--- config.mk ---
export PLATFORM = sky130hd
export DESIGN_NAME = header_sync_guarded_packet_deframer
export DESIGN_NICKNAME = d
export VERILOG_FILES = /design/src/design/hsgpd_pkg.sv /design/src/design/hsgpd_core.sv /design/src/design/header_sync_guarded_packet_deframer.sv
export SDC_FILE = /design/constraint.sdc
export NUM_CORES = 1
export LEC_CHECK = 0
export BUFFER_PORTS_ARGS = -buffer_cell sky130_fd_sc_hd__buf_2
export CAP_MARGIN = 10
export CORE_AREA = 8 8 145 147
export DETAILED_ROUTE_END_ITERATION = 12
export DIE_AREA = 0 0 153 155
export PLACE_DENSITY_LB_ADDON = 0.25
export SYNTH_ARGS = -nofsm -noshare
export SYNTH_HDL_FRONTEND = slang
export SYNTH_HIERARCHICAL = 1
export SYNTH_SLANG_ARGS = --single-unit
--- constraint.sdc ---
create_clock -name clk -period 9.2 [get_ports clk]
set_input_delay 0.46 -clock clk [delete_from_list [all_inputs] [get_ports clk]]
set_output_delay 0.46 -clock clk [all_outputs]
set_load 0.05 [all_outputs]
--- src/design/hsgpd_pkg.sv ---
package hsgpd_pkg;

	// Limits applied to the frame layout registers.
	localparam int MAX_HEADER_BITS  = 16;
	localparam int MAX_PACKAGE_BITS = 64;
	localparam int MAX_PACKAGES     = 64;

	// Register reset values.
	localparam logic [15:0] HDR_PATTERN_RST = 16'd31;
	localparam logic [4:0]  HDR_LENGTH_RST  = 5'd5;
	localparam logic [6:0]  PKG_SIZE_RST    = 7'd4;
	localparam logic [6:0]  PKG_COUNT_RST   = 7'd1;
	localparam logic [3:0]  GUARD_SIZE_RST  = 4'd1;

	// Register indexes on the configuration port.
	typedef enum logic [2:0] {
		REG_HDR_PATTERN = 3'd0,
		REG_HDR_LENGTH  = 3'd1,
		REG_PKG_SIZE    = 3'd2,
		REG_PKG_COUNT   = 3'd3,
		REG_GUARD_SIZE  = 3'd4
	} reg_idx_t;

	// Result kinds.
	typedef enum logic [1:0] {
		KIND_PAYLOAD  = 2'd0,
		KIND_COMPLETE = 2'd1,
		KIND_ABANDON  = 2'd2
	} kind_t;

	// Configuration register set.
	typedef struct packed {
		logic [15:0] hdr_pattern;
		logic [4:0]  hdr_length;
		logic [6:0]  pack_bits;
		logic [6:0]  pack_num;
		logic [3:0]  guard_bits;
	} cfg_t;

	// All results caused by one item: a first result and an optional second.
	// The second one is always a status result with zero payload fields.
	typedef struct packed {
		logic        two;
		kind_t       kind0;
		logic        bit0;
		logic [5:0]  pkg0;
		kind_t       kind1;
	} run_t;

endpackage

--- src/design/hsgpd_core.sv ---
module hsgpd_core import hsgpd_pkg::*; (
	input  logic clk,
	input  logic arst_n,
	input  cfg_t cfg,
	input  logic take,
	input  logic line_bit,
	input  logic stream_end,
	output logic run_has,
	output run_t run
);

	logic [15:0] window_q, window_d;
	logic [4:0]  fill_q, fill_d;
	logic        in_frame_q, in_frame_d;
	logic        in_guard_q, in_guard_d;
	logic [5:0]  pos_q, pos_d;
	logic [6:0]  pkg_q, pkg_d;

	logic [4:0]  hlen;
	logic [6:0]  psize;
	logic [6:0]  pcount;
	logic [15:0] win_shift;
	logic [4:0]  fill_inc;
	logic [16:0] mask_full;
	logic        hdr_match;
	logic [5:0]  pos_inc;
	logic [6:0]  pkg_inc;

	// Out-of-range register values are clamped into the legal range.
	always_comb begin
		if (cfg.hdr_length == 5'd0) begin
			hlen = 5'd1;
		end else if (cfg.hdr_length > 5'(MAX_HEADER_BITS)) begin
			hlen = 5'(MAX_HEADER_BITS);
		end else begin
			hlen = cfg.hdr_length;
		end
		if (cfg.pack_bits == 7'd0) begin
			psize = 7'd1;
		end else if (cfg.pack_bits > 7'(MAX_PACKAGE_BITS)) begin
			psize = 7'(MAX_PACKAGE_BITS);
		end else begin
			psize = cfg.pack_bits;
		end
		if (cfg.pack_num == 7'd0) begin
			pcount = 7'd1;
		end else if (cfg.pack_num > 7'(MAX_PACKAGES)) begin
			pcount = 7'(MAX_PACKAGES);
		end else begin
			pcount = cfg.pack_num;
		end
	end

	// Header search over the newest hlen bits of the sliding window.
	assign win_shift = {window_q[14:0], line_bit};
	assign fill_inc  = (fill_q < 5'd16) ? fill_q + 5'd1 : fill_q;
	assign mask_full = (17'd1 << hlen) - 17'd1;
	assign hdr_match = (fill_inc >= hlen) &&
		(((win_shift ^ cfg.hdr_pattern) & mask_full[15:0]) == 16'd0);

	assign pos_inc = pos_q + 6'd1;
	assign pkg_inc = pkg_q + 7'd1;

	// Next state and the results of the current item.
	always_comb begin
		window_d   = window_q;
		fill_d     = fill_q;
		in_frame_d = in_frame_q;
		in_guard_d = in_guard_q;
		pos_d      = pos_q;
		pkg_d      = pkg_q;
		run_has    = 1'b0;
		run.two    = 1'b0;
		run.kind0  = KIND_PAYLOAD;
		run.bit0   = 1'b0;
		run.pkg0   = 6'd0;
		run.kind1  = KIND_ABANDON;

		if (!in_frame_q) begin
			// Hunting: shift the bit in and look for the header.
			window_d = win_shift;
			fill_d   = fill_inc;
			if (hdr_match) begin
				window_d   = 16'd0;
				fill_d     = 5'd0;
				in_frame_d = 1'b1;
				in_guard_d = (cfg.guard_bits != 4'd0);
				pos_d      = 6'd0;
				pkg_d      = 7'd0;
			end
		end else if (in_guard_q) begin
			// Guard bits give no result, except that the end of the last guard finishes the frame
			// with a complete result; the end of any other guard opens a package.
			pos_d = pos_inc;
			if (pos_inc >= {2'b00, cfg.guard_bits}) begin
				pos_d = 6'd0;
				if (pkg_q >= pcount) begin
					in_frame_d = 1'b0;
					in_guard_d = 1'b0;
					pkg_d      = 7'd0;
					window_d   = 16'd0;
					fill_d     = 5'd0;
					run_has    = 1'b1;
					run.kind0  = KIND_COMPLETE;
				end else begin
					in_guard_d = 1'b0;
				end
			end
		end else begin
			// Payload bit goes out at once with its package index.
			run_has   = 1'b1;
			run.kind0 = KIND_PAYLOAD;
			run.bit0  = line_bit;
			run.pkg0  = pkg_q[5:0];
			pos_d     = pos_inc;
			if (pos_inc == 6'd0 || {1'b0, pos_inc} >= psize) begin
				pos_d      = 6'd0;
				pkg_d      = pkg_inc;
				in_guard_d = 1'b1;
				// With no guard the frame may finish on this same bit.
				if (cfg.guard_bits == 4'd0) begin
					if (pkg_inc >= pcount) begin
						in_frame_d = 1'b0;
						in_guard_d = 1'b0;
						pkg_d      = 7'd0;
						window_d   = 16'd0;
						fill_d     = 5'd0;
						run.two    = 1'b1;
						run.kind1  = KIND_COMPLETE;
					end else begin
						in_guard_d = 1'b0;
					end
				end
			end
		end

		// Stream end abandons an open frame and always restarts the hunt.
		if (stream_end) begin
			if (in_frame_d) begin
				if (run_has) begin
					run.two   = 1'b1;
					run.kind1 = KIND_ABANDON;
				end else begin
					run_has   = 1'b1;
					run.kind0 = KIND_ABANDON;
				end
			end
			in_frame_d = 1'b0;
			in_guard_d = 1'b0;
			pos_d      = 6'd0;
			pkg_d      = 7'd0;
			window_d   = 16'd0;
			fill_d     = 5'd0;
		end
	end

	// State registers advance on each accepted item.
	always_ff @(posedge clk or negedge arst_n) begin
		if (!arst_n) begin
			window_q   <= 16'd0;
			fill_q     <= 5'd0;
			in_frame_q <= 1'b0;
			in_guard_q <= 1'b0;
			pos_q      <= 6'd0;
			pkg_q      <= 7'd0;
		end else if (take) begin
			window_q   <= window_d;
			fill_q     <= fill_d;
			in_frame_q <= in_frame_d;
			in_guard_q <= in_guard_d;
			pos_q      <= pos_d;
			pkg_q      <= pkg_d;
		end
	end

endmodule

--- src/design/header_sync_guarded_packet_deframer.sv ---
// Results of an accepted item are registered in the result queue and shown once earlier entries are taken.
// Throughput: one item per cycle while the two-entry result queue is not full; an item with
// two results occupies the output until both are taken, and a full queue holds back the input.
// Reset (arst_n low) empties the result queue, returns to header hunting with an
// empty window, and loads the register reset values.
module header_sync_guarded_packet_deframer import hsgpd_pkg::*; (
	input  logic        clk,
	input  logic        arst_n,
	// APB-style configuration port
	input  logic        psel,
	input  logic        penable,
	input  logic        pwrite,
	input  logic [4:0]  paddr,
	input  logic [31:0] pwdata,
	output logic [31:0] prdata,
	output logic        pready,
	// Input channel
	input  logic        in_valid,
	output logic        in_stall,
	input  logic        line_bit,
	input  logic        stream_end,
	// Output channel
	output logic        out_valid,
	input  logic        out_stall,
	output logic [1:0]  kind,
	output logic        payload_bit,
	output logic [5:0]  package_index,
	output logic        last_of_run
);

	cfg_t     cfg_q;
	reg_idx_t reg_idx;
	logic     cfg_wr;
	logic     take;
	logic     run_has;
	run_t     run;
	run_t     queue_q [2];
	run_t     head;
	logic     wr_ptr_q;
	logic     rd_ptr_q;
	logic [1:0] cnt_q;
	logic     sub_q;
	logic     out_take;
	logic     push;
	logic     pop;

	// Configuration registers.
	assign pready  = 1'b1;
	assign reg_idx = reg_idx_t'(paddr[4:2]);
	assign cfg_wr  = psel && penable && pwrite;

	always_ff @(posedge clk or negedge arst_n) begin
		if (!arst_n) begin
			cfg_q.hdr_pattern <= HDR_PATTERN_RST;
			cfg_q.hdr_length  <= HDR_LENGTH_RST;
			cfg_q.pack_bits   <= PKG_SIZE_RST;
			cfg_q.pack_num    <= PKG_COUNT_RST;
			cfg_q.guard_bits  <= GUARD_SIZE_RST;
		end else if (cfg_wr) begin
			case (reg_idx)
				REG_HDR_PATTERN: cfg_q.hdr_pattern <= pwdata[15:0];
				REG_HDR_LENGTH:  cfg_q.hdr_length  <= pwdata[4:0];
				REG_PKG_SIZE:    cfg_q.pack_bits   <= pwdata[6:0];
				REG_PKG_COUNT:   cfg_q.pack_num    <= pwdata[6:0];
				REG_GUARD_SIZE:  cfg_q.guard_bits  <= pwdata[3:0];
				default: ;
			endcase
		end
	end

	// Register read-back.
	always_comb begin
		case (reg_idx)
			REG_HDR_PATTERN: prdata = {16'd0, cfg_q.hdr_pattern};
			REG_HDR_LENGTH:  prdata = {27'd0, cfg_q.hdr_length};
			REG_PKG_SIZE:    prdata = {25'd0, cfg_q.pack_bits};
			REG_PKG_COUNT:   prdata = {25'd0, cfg_q.pack_num};
			REG_GUARD_SIZE:  prdata = {28'd0, cfg_q.guard_bits};
			default:         prdata = 32'd0;
		endcase
	end

	// Frame tracking for each accepted item.
	assign in_stall = cnt_q[1];
	assign take     = in_valid && !in_stall;

	hsgpd_core u_core (
		.clk        (clk),
		.arst_n     (arst_n),
		.cfg        (cfg_q),
		.take       (take),
		.line_bit   (line_bit),
		.stream_end (stream_end),
		.run_has    (run_has),
		.run        (run)
	);

	// Result queue: each entry holds all results of one item.
	assign head      = queue_q[rd_ptr_q];
	assign out_valid = (cnt_q != 2'd0);
	assign out_take  = out_valid && !out_stall;
	assign push      = take && run_has;
	assign pop       = out_take && (sub_q || !head.two);

	always_ff @(posedge clk) begin
		if (push) begin
			queue_q[wr_ptr_q] <= run;
		end
	end

	always_ff @(posedge clk or negedge arst_n) begin
		if (!arst_n) begin
			wr_ptr_q <= 1'b0;
			rd_ptr_q <= 1'b0;
			cnt_q    <= 2'd0;
			sub_q    <= 1'b0;
		end else begin
			if (push) begin
				wr_ptr_q <= ~wr_ptr_q;
			end
			if (pop) begin
				rd_ptr_q <= ~rd_ptr_q;
			end
			if (push && !pop) begin
				cnt_q <= cnt_q + 2'd1;
			end else if (pop && !push) begin
				cnt_q <= cnt_q - 2'd1;
			end
			if (out_take) begin
				sub_q <= head.two && !sub_q;
			end
		end
	end

	// The second result of an entry is a status result with zero payload fields.
	assign kind          = sub_q ? head.kind1 : head.kind0;
	assign payload_bit   = sub_q ? 1'b0 : head.bit0;
	assign package_index = sub_q ? 6'd0 : head.pkg0;
	assign last_of_run   = sub_q || !head.two;

endmodule

=== Word level (Yosys, flattened, before mapping) ===
Memory sizes are Yosys's and may differ from the RTL's.
Cells that the tools add are included.

* Add/subtract/negate cells: 6
* Magnitude comparators: 9
* Equal/unequal tests: 9
* Shift-type cells: 1
* Mux-type cells: 89
* Bitwise operators: 4
* Reduce and logical (&&, ||, !) cells: 37

{| class="wikitable"
|+ Operators by type and width
! cell !! count
|-
| $mux W15 || 9
|-
| $mux W7 || 13
|-
| $pmux W16 S5 || 1
|-
| $mux W5 || 12
|-
| $mux W6 || 7
|-
| $mux W1 || 31
|-
| $mux W2 || 12
|-
| $ne A4 B4 Y1 const B || 5
|-
| $and A16 B16 Y16 || 1
|-
| $logic_not A16 Y1 || 1
|-
| $shl A1 B5 Y16 const A || 1
|-
| $sub A16 B1 Y16 const B || 1
|-
| $xor A16 B16 Y16 || 1
|-
| $ge A7 B7 Y1 || 2
|-
| $gt A7 B7 Y1 const B || 2
|-
| $logic_not A7 Y1 || 2
|-
| $mux W12 || 1
|-
| $reduce_and A2 Y1 || 6
|-
| $logic_and A1 B1 Y1 || 10
|-
| $mux W9 || 1
|-
| $add A7 B1 Y7 const B || 1
|-
| $ge A6 B7 Y1 || 1
|-
| $add A6 B1 Y6 const B || 1
|-
| $eq A3 B2 Y1 const B || 2
|-
| 22 further kinds || 31
|}

* Bits in registers: 79
* RAM bits: 24
* Logic and storage cells: 171
* Memories: 1

{| class="wikitable"
|+ Memory list
! memory !! depth !! bits a word !! read ports !! clocked after memory_dff !! wr ports !! RTL line !! RTL
|-
| queue_q || 2 || 12 || 1 || 0 || 1 || header_sync_guarded_packet_deframer.sv:37 || <nowiki>run_t queue_q [2];</nowiki>
|}

=== Longest topological paths before layout ===
Gate-level depths: netlist of run 1.

* Depth after elaboration: 17
* Gate-level depth with buffers: 18
* Depth with buffers taken out: 17

=== Hierarchy ===
The synthesis of run 1 kept the hierarchy.

{| class="wikitable"
|+ Modules (own cells, without submodules)
! module !! instances !! cells each !! area an instance (sq um)
|-
| hsgpd_core || 1 || 362 || 3,245.6
|-
| header_sync_guarded_packet_deframer || 1 || 225 || 3,179.3
|}

=== Least setup slack after synthesis of run 1 ===
OpenSTA, ideal clock, no wires.

* Path type: reg-to-reg
* From: register cfg_q[20] (netlist name)
* To: memory queue_q[0][0] (netlist name) (enable)
* Library setup time: 0.380 ns
* Arrival time: 2.935 ns
* Required time: 8.820 ns
* Setup slack: 5.884 ns
* Cell stages (with the launch flop): 15
* Path through: dfstp_2 > buf_6 > nor3_1 > nand2_1 > ha_1 > buf_2 > and4b_1 > o211ai_1 > nand4_1 > a211oi_1 > nand4_1 > nand2_1 > o2bb2ai_1 > nand2_1 > nor2_1

* Longest elaborated chain between the ends: 15
* Elaborated cells between the ends (all ways): 17
* Those cells by class: 1 x add/sub; 2 x order compare; 1 x shift; 8 x mux; 1 x bitwise; 4 x reduce/logical

{| class="wikitable"
|+ RTL lines
! element !! RTL line !! RTL
|-
| start: declaration || header_sync_guarded_packet_deframer.sv:31 || <nowiki>cfg_t cfg_q;</nowiki>
|-
| $gt A5 B5 Y1 || hsgpd_core.sv:33 || <nowiki>end else if (cfg.hdr_length > 5'(MAX_HEADER_BITS)) begin</nowiki>
|-
| $mux W5 || hsgpd_core.sv:33 ||
|-
| $mux W5 * || hsgpd_core.sv:31 || <nowiki>if (cfg.hdr_length == 5'd0) begin</nowiki>
|-
| $shl A1 B5 Y16 || hsgpd_core.sv:57 || <nowiki>assign mask_full = (17'd1 << hlen) - 17'd1;</nowiki>
|-
| $sub A16 B1 Y16 || hsgpd_core.sv:57 ||
|-
| $and A16 B16 Y16 || hsgpd_core.sv:59 || <nowiki>(((win_shift ^ cfg.hdr_pattern) & mask_full[15:0]) == 16'd0);</nowiki>
|-
| $logic_not A16 Y1 || hsgpd_core.sv:59 ||
|-
| $logic_and A1 B1 Y1 * || hsgpd_core.sv:58 || <nowiki>assign hdr_match = (fill_inc >= hlen) &&</nowiki>
|-
| $mux W1 * || hsgpd_core.sv:83 || <nowiki>if (hdr_match) begin</nowiki>
|-
| $mux W1 * || hsgpd_core.sv:79 || <nowiki>if (!in_frame_q) begin</nowiki>
|-
| $mux W1 * || hsgpd_core.sv:139 || <nowiki>if (in_frame_d) begin</nowiki>
|-
| $mux W1 * || hsgpd_core.sv:138 || <nowiki>if (stream_end) begin</nowiki>
|-
| via run_has || header_sync_guarded_packet_deframer.sv:35 || <nowiki>logic run_has;</nowiki>
|-
| $logic_and A1 B1 Y1 * || header_sync_guarded_packet_deframer.sv:102 || <nowiki>assign push = take && run_has;</nowiki>
|-
| $mux W1 * || header_sync_guarded_packet_deframer.sv:106 || <nowiki>if (push) begin</nowiki>
|-
| $mux W1 (implied by the code) * || header_sync_guarded_packet_deframer.sv:107 || <nowiki>queue_q[wr_ptr_q] <= run;</nowiki>
|-
| end: declaration || header_sync_guarded_packet_deframer.sv:37 ||
|}

Mark *: on every way through the listed nets, which the timed path passes. The rest lies on a longest branch.

=== Worst setup path in the final report of run 1 ===
* From: register cfg_q[19] (netlist name)
* To: memory queue_q[0][9] (netlist name) (enable)

Same word-level chain as after synthesis.

==> results.txt, run 1 <==
- Result of the run: complete, no violations
- For this run, the register share of the synthesized area comes to 42.2%.
- The final number of max-transition violations was 0.
- Per-cell routed wire length: 16.8 um
- On the critical path the largest part of the delay comes from simple AND/OR/NAND/NOR gates.
- STA classifies the critical path endpoint as a flip-flop.
- Total of cells resized after clock tree synthesis: 0
- The routed layout has 4599 vias.
* Via count of the first global-routing pass: 4774
* Setup TNS: 0 ps
- The portion of synthesized area spent on multiplexers is 13.7%.
- Seq pwr share: 39.1%
- Die width: 153 um
* Adder-cell share of the synthesized area: 6.62%
* Synthesized-area fraction occupied by ao, oa, aoi and oai cells: 12.0%
- The number of buffers and inverters on the critical path is 0.
* Clock Skews: 12.9 ps
- Critical Path Start Type: flip-flop
- The initial antenna violation count is 0.
- Pin slew with the least headroom to its limit: 1050 ps
* Port bufs: 55
- By area, the combinational part of the netlist is dominated by simple AND/OR/NAND/NOR gates.
- After the first detailed-routing iteration, the DRC count stood at 310.
- For this run, the slowest stage of the critical path takes 790 ps.
* Fillers: 1886
- In this run the worst path has a maximum fanout of 16.
* Final routed wirelength across all metal layers: 14600 um
- The H-tree generated during clock tree synthesis spans 3 levels.
- The clock network accounts for 21.8% of the total power.
- Derived from the worst setup path, the maximum achievable clock frequency is 239 MHz.
* Cts bufs inserted: 9
- Entering global routing, the biggest net connects 80 pins.
- Wire length of the first global-routing pass: 24800 um
- Sum of overflow across all layers after global routing: 0
* Top cell types by occurrence after synthesis: sky130_fd_sc_hd__dfrtp_1 (69), sky130_fd_sc_hd__nor2_1 (37), sky130_fd_sc_hd__ha_1 (34), sky130_fd_sc_hd__mux2_2 (34), sky130_fd_sc_hd__nand2_1 (26)
* Crit path cell chain: nor3_1 > nand2_1 > ha_1 > and4b_1 > o211ai_1 > nand4_1 > a211oi_1 > nand4_1 > nand2_1 > o2bb2ai_1 > nand2_1 > nor2_1
- Leading cell types by total area after synthesis: sky130_fd_sc_hd__dfrtp_1 (27%), sky130_fd_sc_hd__edfxtp_1 (11%), sky130_fd_sc_hd__ha_1 (6.6%)
* Xor-xnor portion of the synthesized cell area: 4.36%
- Synthesized area per cell: 10.9 um^2
- Of all cell types, the one taking the most synthesized area is sky130_fd_sc_hd__dfrtp_1.
* CP Class: reg2reg
- Across the run, the number of max-cap violations was 0.
- Post-detailed-route via-to-cell ratio: 5.29
- For the finished layout, the period the worst path requires is 4180 ps.
- The area growth from synthesis to layout is 9.60%.
- Critical path data required time: 9180 ps
- The multi-input combinational cells in the finished layout cover a total of 0.00337 mm^2.
- The internal portion of the total power is 1010 uW.
- The Yosys step of the flow raised 6 warnings.
- Count of unresolved DRC violations after routing: 0
- Of the total power, combinational logic draws 39.1%.
- Clock tree synthesis selected as its root buffer the cell sky130_fd_sc_hd__clkbuf_16.
- Remaining antenna violation count: 0
- After clock tree synthesis, the clock-pin slew on the worst setup and hold paths is 70 ps.
- Detailed Routing Iterations Pass 1: 5
- TritonCTS built the clock tree.
- Layout cells sized above 1: 23.8%
- Data arrival time of the worst path: 4170 ps
- Post-route clock period utilization: 45.5%
* Area fraction in and, or, nand and nor cells after synthesis: 14.7%
- Routability cong.: 0.828
* Number of buffers inserted by hold repair at cts: 0
- Number of distinct library cells after synthesis: 79
* Switching Fraction: 42.1%
* Fraction of registers with async set/reset: 76.7%
- The number of setup buffers added after CTS is 0.
- The longest clock path from root to sink contains 2 buffers.
- For this configuration, the core starts out at a cell density of 33.9%.
- Setup violations remaining at the end of the flow were counted as 0.
* Clock latency on the worst-skew pair: 370 ps
- Relative slew margins: 29.3%
- The number of hold-slack violations in the final timing report came to 0.
- Num rows: 51
* Vert. Die Dim: 155 um
* Flip-flop cell with the highest count after synthesis: sky130_fd_sc_hd__dfrtp_1
- HPWL after detailed placement: 11100 um
- Summed over all nets, the switching power comes to 737 uW.
- Worst supply voltage drop on vdd: 0.131 mV
- Number of top-level pins: 91
- Clock Sinks: 103
- For this design, the slowest cell found on the critical path is sky130_fd_sc_hd__nor2_1.
- The tightest min-delay check is of the in2async type.
* Number of cells produced by synthesis: 587
* Number of placed instances with taps included: 853
- Non-filler instance count after layout: 869
- By instance count, the leading cell after synthesis is sky130_fd_sc_hd__dfrtp_1.
* P_leak: 0.00318 uW
- For this run, the total global-route usage over all layers was measured as 12.9%.
- Synthesis inferred 103 register bits.
- Setup repair after global routing left no endpoint under its margin.
* Number of flops mapped to enable cells by yosys: 24
- Among the stages of the critical path, the cell type that occurs most often is sky130_fd_sc_hd__nand2_1.
* Combined area of all synthesized cells: 0.00642 mm^2
- Net count of the finished layout: 706
- N_diodes: 0
- The floorplan step defined a die boundary enclosing 0.0237 mm^2.
- Post-synth top area share: 26.9%
* Storage element area: 0.00271 mm^2
* Power Dens Cells: 248 mW/mm^2
* Core region area: 0.0190 mm^2
==> metrics by stage <==
stage | util (%) | hold WS, ps | total power, uW | area (um^2) | setup WS, ps
finish | 37.2 | 250 | 1750 | 7040 | 5020
global route | 37.2 | 320 | 1870 | 7040 | 4690
CTS | 37.2 | 305 | 1770 | 7040 | 5010
detailed placement | 35.6 | 488 | 1380 | 6750 | 5030
global placement | 35.6 | 484 | 1370 | 6750 | 5070
floorplan | - | 164 | 1220 | 6480 | 5880
==> final timing paths <==
check                                 from  slack [ps]       endpoint  cells after the start
min in group clk                pwdata[15]         330      cfg_q[38]                      2
worst max-delay path             cfg_q[19]        5020  queue_q[0][9]                     12
worst max register to register   cfg_q[19]        5020  queue_q[0][9]                     12
max in group asynchronous           arst_n        8230       cfg_q[8]                      1
worst min-delay path                arst_n         250       cnt_q[1]                      1
worst min register to register    wr_ptr_q         510       wr_ptr_q                      1
==> worst reg2reg max path: stages (launching register included) <==
cell	delay (ps)
sky130_fd_sc_hd__dfrtp_1	560
sky130_fd_sc_hd__nor3_1	440
sky130_fd_sc_hd__nand2_1	120
sky130_fd_sc_hd__ha_1	350
sky130_fd_sc_hd__and4b_1	270
sky130_fd_sc_hd__o211ai_1	80
sky130_fd_sc_hd__nand4_1	140
sky130_fd_sc_hd__a211oi_1	300
sky130_fd_sc_hd__nand4_1	310
sky130_fd_sc_hd__nand2_1	150
sky130_fd_sc_hd__o2bb2ai_1	150
sky130_fd_sc_hd__nand2_1	130
sky130_fd_sc_hd__nor2_1	790
==> metal layers <==
layer | vias up | global-route usage [%] | wire length [um]
met5 | - | 0 | 0
li1 | 2188 | - | -
met3 | 14 | 3.05 | 630
met4 | 0 | 4.34 | 241
met1 | 2298 | 16.9 | 7080
met2 | 99 | 20.5 | 6680
==> cells in the final DEF (no fill, tap or decap), types with 3 or more instances in the layout <==
cell type	synthesis	layout
sky130_fd_sc_hd__a211oi_1	4	4
sky130_fd_sc_hd__a21oi_1	14	14
sky130_fd_sc_hd__a22o_1	18	18
sky130_fd_sc_hd__and2_1	10	10
sky130_fd_sc_hd__and3_1	11	11
sky130_fd_sc_hd__buf_2	8	54
sky130_fd_sc_hd__clkbuf_16	0	9
sky130_fd_sc_hd__conb_1	3	18
sky130_fd_sc_hd__dfrtp_1	69	69
sky130_fd_sc_hd__dfstp_2	10	10
sky130_fd_sc_hd__edfxtp_1	24	24
sky130_fd_sc_hd__ha_1	34	34
sky130_fd_sc_hd__inv_1	25	25
sky130_fd_sc_hd__mux2_2	34	34
sky130_fd_sc_hd__mux2_4	12	12
sky130_fd_sc_hd__mux2i_1	24	24
sky130_fd_sc_hd__mux4_2	3	3
sky130_fd_sc_hd__nand2_1	26	26
sky130_fd_sc_hd__nand2b_1	9	9
sky130_fd_sc_hd__nand3_1	21	21
sky130_fd_sc_hd__nand3b_1	3	3
sky130_fd_sc_hd__nand4_1	5	5
sky130_fd_sc_hd__nor2_1	37	37
sky130_fd_sc_hd__nor2b_1	9	9
sky130_fd_sc_hd__nor3_1	12	12
sky130_fd_sc_hd__nor3b_1	3	3
sky130_fd_sc_hd__o211ai_1	4	4
sky130_fd_sc_hd__o21a_1	7	7
sky130_fd_sc_hd__o21ai_0	19	19
sky130_fd_sc_hd__o21ai_1	3	3
sky130_fd_sc_hd__or2_1	3	3
sky130_fd_sc_hd__or2_2	4	4
sky130_fd_sc_hd__xnor2_1	16	16
sky130_fd_sc_hd__xor2_1	16	16
==> power by group through the flow <==
stage | Clock (uW) | Sequential, uW | Combinational, uW
after floorplan | 0 | 633 | 591
after global placement | 0 | 688 | 677
after detailed placement | 0 | 694 | 688
after CTS | 398 | 685 | 691
after global routing | 410 | 700 | 762
final | 382 | 684 | 684
==> kinds of logic after synthesis <==
kind of cell / Yosys count
compound gates: 104
xor+xnor: 32
fa+ha+maj: 34
buf+inv: 67
flops: 103
mux: 74
other cells: 3
simple gates: 170
==> layout make-up <==
class | instances | share of cell area, %
Clock inverter | 7 | 0.959
Multi-Input combinational cell | 432 | 47.9
Clock buffer | 9 | 3.20
Timing Repair Buffer | 55 | 3.94
Sequential cell | 103 | 38.5
Tap cell | 238 | 4.23
Inverter | 25 | 1.33
==> state kept, by name (all words and copies together), names as in the netlist, 2 cells and up <==
signal           flops
cfg_q               39
cnt_q                2
queue_q             24
u_core/fill_q        5
u_core/pkg_q         7
u_core/pos_q         6
u_core/window_q     15
Note: power is estimated with default switching activity, not from simulation.
==> run 2, diff against run 1 <==
--- a/config.mk
+++ b/config.mk
@@ -5,11 +5,12 @@
 export SDC_FILE = /design/constraint.sdc
 export NUM_CORES = 1
 export LEC_CHECK = 0
+export ABC_AREA = 1
 export BUFFER_PORTS_ARGS = -buffer_cell sky130_fd_sc_hd__buf_2
 export CAP_MARGIN = 10
-export CORE_AREA = 8 8 145 147
+export CORE_AREA = 8 8 148 150
 export DETAILED_ROUTE_END_ITERATION = 12
-export DIE_AREA = 0 0 153 155
+export DIE_AREA = 0 0 156 158
 export PLACE_DENSITY_LB_ADDON = 0.25
 export SYNTH_ARGS = -nofsm -noshare
 export SYNTH_HDL_FRONTEND = slang
==> constraint.sdc (replaced) <==
create_clock -name clk -period 3.6 [get_ports clk]
set_input_delay 0.18 -clock clk [delete_from_list [all_inputs] [get_ports clk]]
set_output_delay 0.18 -clock clk [all_outputs]
set_load 0.05 [all_outputs]
==> run 2 against run 1 <==
Effect of this change: synthesized cell count rose by 50%; area after synthesis rose by 4.8%; critical path type unchanged; routed wire length rose by 16%; die area rose by 3.9%; clock power rose by 150%; combinational power rose by 140%.
==> results.txt, run 2 <==
- Maximum clock frequency: 301 MHz
* Register bit count reported by yosys: 103
- Post-route clock period utilization: 92.2%
- The detailed router placed 5730 vias in this run.
- For this run, the detailed router's first-pass iteration total came to 5.
- Ys Warns: 6
* Top cell types by occurrence after synthesis: sky130_fd_sc_hd__nand2_1 (224), sky130_fd_sc_hd__nor2_1 (111), sky130_fd_sc_hd__inv_1 (87), sky130_fd_sc_hd__nand3_1 (87), sky130_fd_sc_hd__dfrtp_1 (69)
* Initial drt markers: 314
- CP Class: reg2reg
* Worst path slowest cell: sky130_fd_sc_hd__dfrtp_1
* Path depth of the worst reg2reg path: 21
- Crit path cell chain: nor4_2 > nand2_1 > nand2_2 > nand2_1 > ha_1 > nand2_1 > o21ai_0 > nand4_1 > o211a_1 > nand2_2 > nand4_1 > o21ai_0 > inv_1 > nand3_1 > nand2_1 > nand2_2 > inv_1 > ha_1 > or2_2 > nand4_1 > nand2_1
- Port bufs: 55
- After synthesis, the share of flip-flops with an asynchronous set or reset is 76.7%.
- Post-detailed-route via-to-cell ratio: 4.71
* Setup TNS: 0 ps
- Across all setup checks in the final design, the least slack found is 280 ps.
* Relative slew margins: 55.0%
- Storage element area: 0.00271 mm^2
- In this run the static leakage power is 0.00378 uW.
* TritonCTS clock tree: built
* Layout cells sized above 1: 14.6%
* Number of flops mapped to enable cells by yosys: 24
* Worst supply voltage drop on vdd: 0.262 mV
- Sum of overflow across all layers after global routing: 0
* Largest regs: cfg_q (39), queue_q (24), u_core/window_q (15)
- After detailed routing, no signal wire sits above met4.
* Sequential fraction of the synthesis area: 40.3%
- Worst Setup Slack post-DPL: 122 ps
* Die footprint: 0.0246 mm^2
* Vert. Die Dim: 158 um
- Leaving out fill and tap cells, the most frequent cells in the layout are sky130_fd_sc_hd__nand2_1 (221), sky130_fd_sc_hd__nor2_1 (111), sky130_fd_sc_hd__inv_1 (87), sky130_fd_sc_hd__nand3_1 (87), sky130_fd_sc_hd__dfrtp_1 (66).
- After detailed routing, the average wire length per cell comes to 14.0 um.
* N_diodes: 0
* Pin slew with the least headroom to its limit: 674 ps
- The startpoint identified for the worst hold timing path is pwdata[10].
- Antenna violations before repair: 0
- The first global-routing pass estimated 27700 um of wire.
- The endpoint identified for the worst register-to-register timing path is cnt_q[1].
* Worst hold path endpoint: cfg_q[33]
* Setup slack of the most critical reg-to-reg path: 280 ps
- Num rows: 52
* Max FFs per register: 39
- TritonCTS created 9 clock buffers.
- Largest net degree at the start of global routing: 54
* Data arrival time of the worst path: 3570 ps
- At the later pin of the worst-skew pair, clock insertion delay measures 360 ps.
- Largest fanout of any net on the critical path: 6
- Hold depth: 3
- No sink is reached through more buffers than the 2 on the longest clock path.
- The routed design uses 7560 um of met2 wire.
- The die is 156 um wide.
- The number of hold-slack violations in the final timing report is 0.
* CP Buf/Inv Count: 2
- Fillers: 2094
- The top cell type by area accounts for 25.7% of the synthesized area.
- After detailed routing, the total wire length is 17000 um.
* Core region area: 0.0197 mm^2
- Max-cap violations in this run came to 0.
* Critical Path Start Type: flip-flop
- In the final design database the tool counted 1021 nets.
- Global-route usage over all layers: 14.0%
* Synthesized area per cell: 7.63 um^2
- Worst-path clk slew: 80 ps
- Combined area of all synthesized cells: 0.00673 mm^2
- Worst min-delay path class: in2reg
- Most frequent standard cell in the layout excluding fill and tap cells: sky130_fd_sc_hd__nand2_1
* H-tree Lvls: 3
- Source of the worst register-to-register timing path: cfg_q[14]
- Critical path data required time: 3850 ps
- Clock Tree Root: sky130_fd_sc_hd__clkbuf_16
- Clock Skews: 11.7 ps
* Via count of the first global-routing pass: 5445
- Number of setup violations in the final report: 0
- For this run, the slowest stage of the critical path takes 400 ps.
- In this run, distinct cell masters in the synthesized netlist total 43.
* Dominant cell type by area after synthesis: sky130_fd_sc_hd__dfrtp_1
- Result of the run: complete, no violations
- Met1 routed wirelength after detailed routing: 8500 um
* Routability cong.: 0.882
- The area growth from synthesis to layout is 12.5%.
* Nature of the critical path endpoint: flip-flop
- For this run, the leading register cell type out of synthesis is sky130_fd_sc_hd__dfrtp_1.
- Register bank with the most flops: cfg_q
* Max-slew violation total from the final report: 0
- Once detail routing completed, the nets flagged for antenna violations numbered 0.
* Power Dens Cells: 546 mW/mm^2
* Number of top-level pins: 91
- After legalization and detailed placement, the total HPWL measured 12500 um.
- Fin crit period: 3320 ps
* Amount of wire on met3 after detailed routing: 742 um
- Initial standard-cell utilization of the core: 34.1%
- Cell with the most instances on the worst path: sky130_fd_sc_hd__nand2_1
- Yosys instantiated no cell more often than sky130_fd_sc_hd__nand2_1.
- Number of cells produced by synthesis: 882
* Pwr Total: 4140 uW
- In the final layout, the multi-input gates occupy 0.00348 mm^2.
- Setup repair after global routing left no endpoint under its margin.
* Top Family by Delay on Critical Path: simple AND/OR/NAND/NOR gates
* Leading cell types by total area after synthesis: sky130_fd_sc_hd__dfrtp_1 (26%), sky130_fd_sc_hd__nand2_1 (12%), sky130_fd_sc_hd__edfxtp_1 (11%)
- Counting every sink on the clock net gives 103.
- Count of unresolved DRC violations after routing: 0
==> run 2: cell types whose count changed in the layout (fill, tap and decap cells not counted), moves of 12 or more <==
| cell | delta |
|---|---|
| sky130_fd_sc_hd__o21ai_1 | +15 |
| sky130_fd_sc_hd__nand3_1 | +66 |
| sky130_fd_sc_hd__nor2_1 | +74 |
| sky130_fd_sc_hd__a22o_1 | -18 |
| sky130_fd_sc_hd__buf_4 | +17 |
| sky130_fd_sc_hd__inv_1 | +62 |
| sky130_fd_sc_hd__mux2_4 | -12 |
| sky130_fd_sc_hd__nand2_1 | +195 |
| sky130_fd_sc_hd__o21ai_0 | +39 |
| sky130_fd_sc_hd__mux2i_1 | -24 |
| sky130_fd_sc_hd__mux2_2 | -34 |
| sky130_fd_sc_hd__nand4_1 | +20 |
==> run 2: repair_timing <==
action,CTS,global route
setup endpoints to repair,0,45
resized for setup,0,11
hold endpoints to repair,46,0
hold buffers,1,0
buffers inserted,0,3
==> run 2: layer usage <==
layer  vias to the layer above  GRT usage [%]
met5                         -              0
met4                         0           4.16
met3                        13           2.65
met2                       124           21.8
met1                      2613           19.2
li1                       2980              -
==> run 2: worst min-delay path, cell delays in order <==
cell,delay [ps]
sky130_fd_sc_hd__buf_2,70
sky130_fd_sc_hd__nand2_1,40
sky130_fd_sc_hd__o21ai_0,50
==> run 2: logic make-up (layout without fill, tap and decap cells) <==
logic type      after synthesis  after routing  synth area share (%)
compound gates              101            101                  8.11
buf+inv                     132            180                  9.52
fa+ha+maj                    34             34                  6.32
simple gates                482            483                  32.1
xor+xnor                     27             27                  3.51
other cells                   3             18                 0.167
flops                       103            103                  40.3
==> run 2: how the worst max path moves through the flow <==
stage                         start                to  slack (ps)  cells past startpoint
finish                    cfg_q[14]          cnt_q[1]         280                     21
global route              cfg_q[15]          cnt_q[1]           7                     21
CTS                       cfg_q[14]  u_core/fill_q[3]         120                     16
detailed placement        cfg_q[14]  u_core/fill_q[1]         120                     16
global placement          cfg_q[14]  u_core/fill_q[3]         170                     16
floorplan           u_core/pos_q[0]     queue_q[1][0]         270                     17
==> run 2: metrics by stage <==
step                utilization [%]  area (um^2)  std cells  hold WS [ps]
floorplan                         -         6790        897          -116
global placement               36.6         7210       1195           278
detailed placement             36.6         7210       1195           271
CTS                            38.0         7500       1212          10.2
global route                   38.4         7570       1216          20.8
finish                         38.4         7570       1216          23.3
==> run 2: cell type report <==
class,count,area share [%]
multi-input combinational,663,46.0
sequential,103,35.8
timing repair buffer,73,5.49
inverter,91,4.51
tap,270,4.46
clock buffer,9,2.97
clock inverter,7,0.727
==> run 2: power by group <==
part	internal, uW	switching (uW)
registers	1360	200
clock network	477	476
logic	492	1130
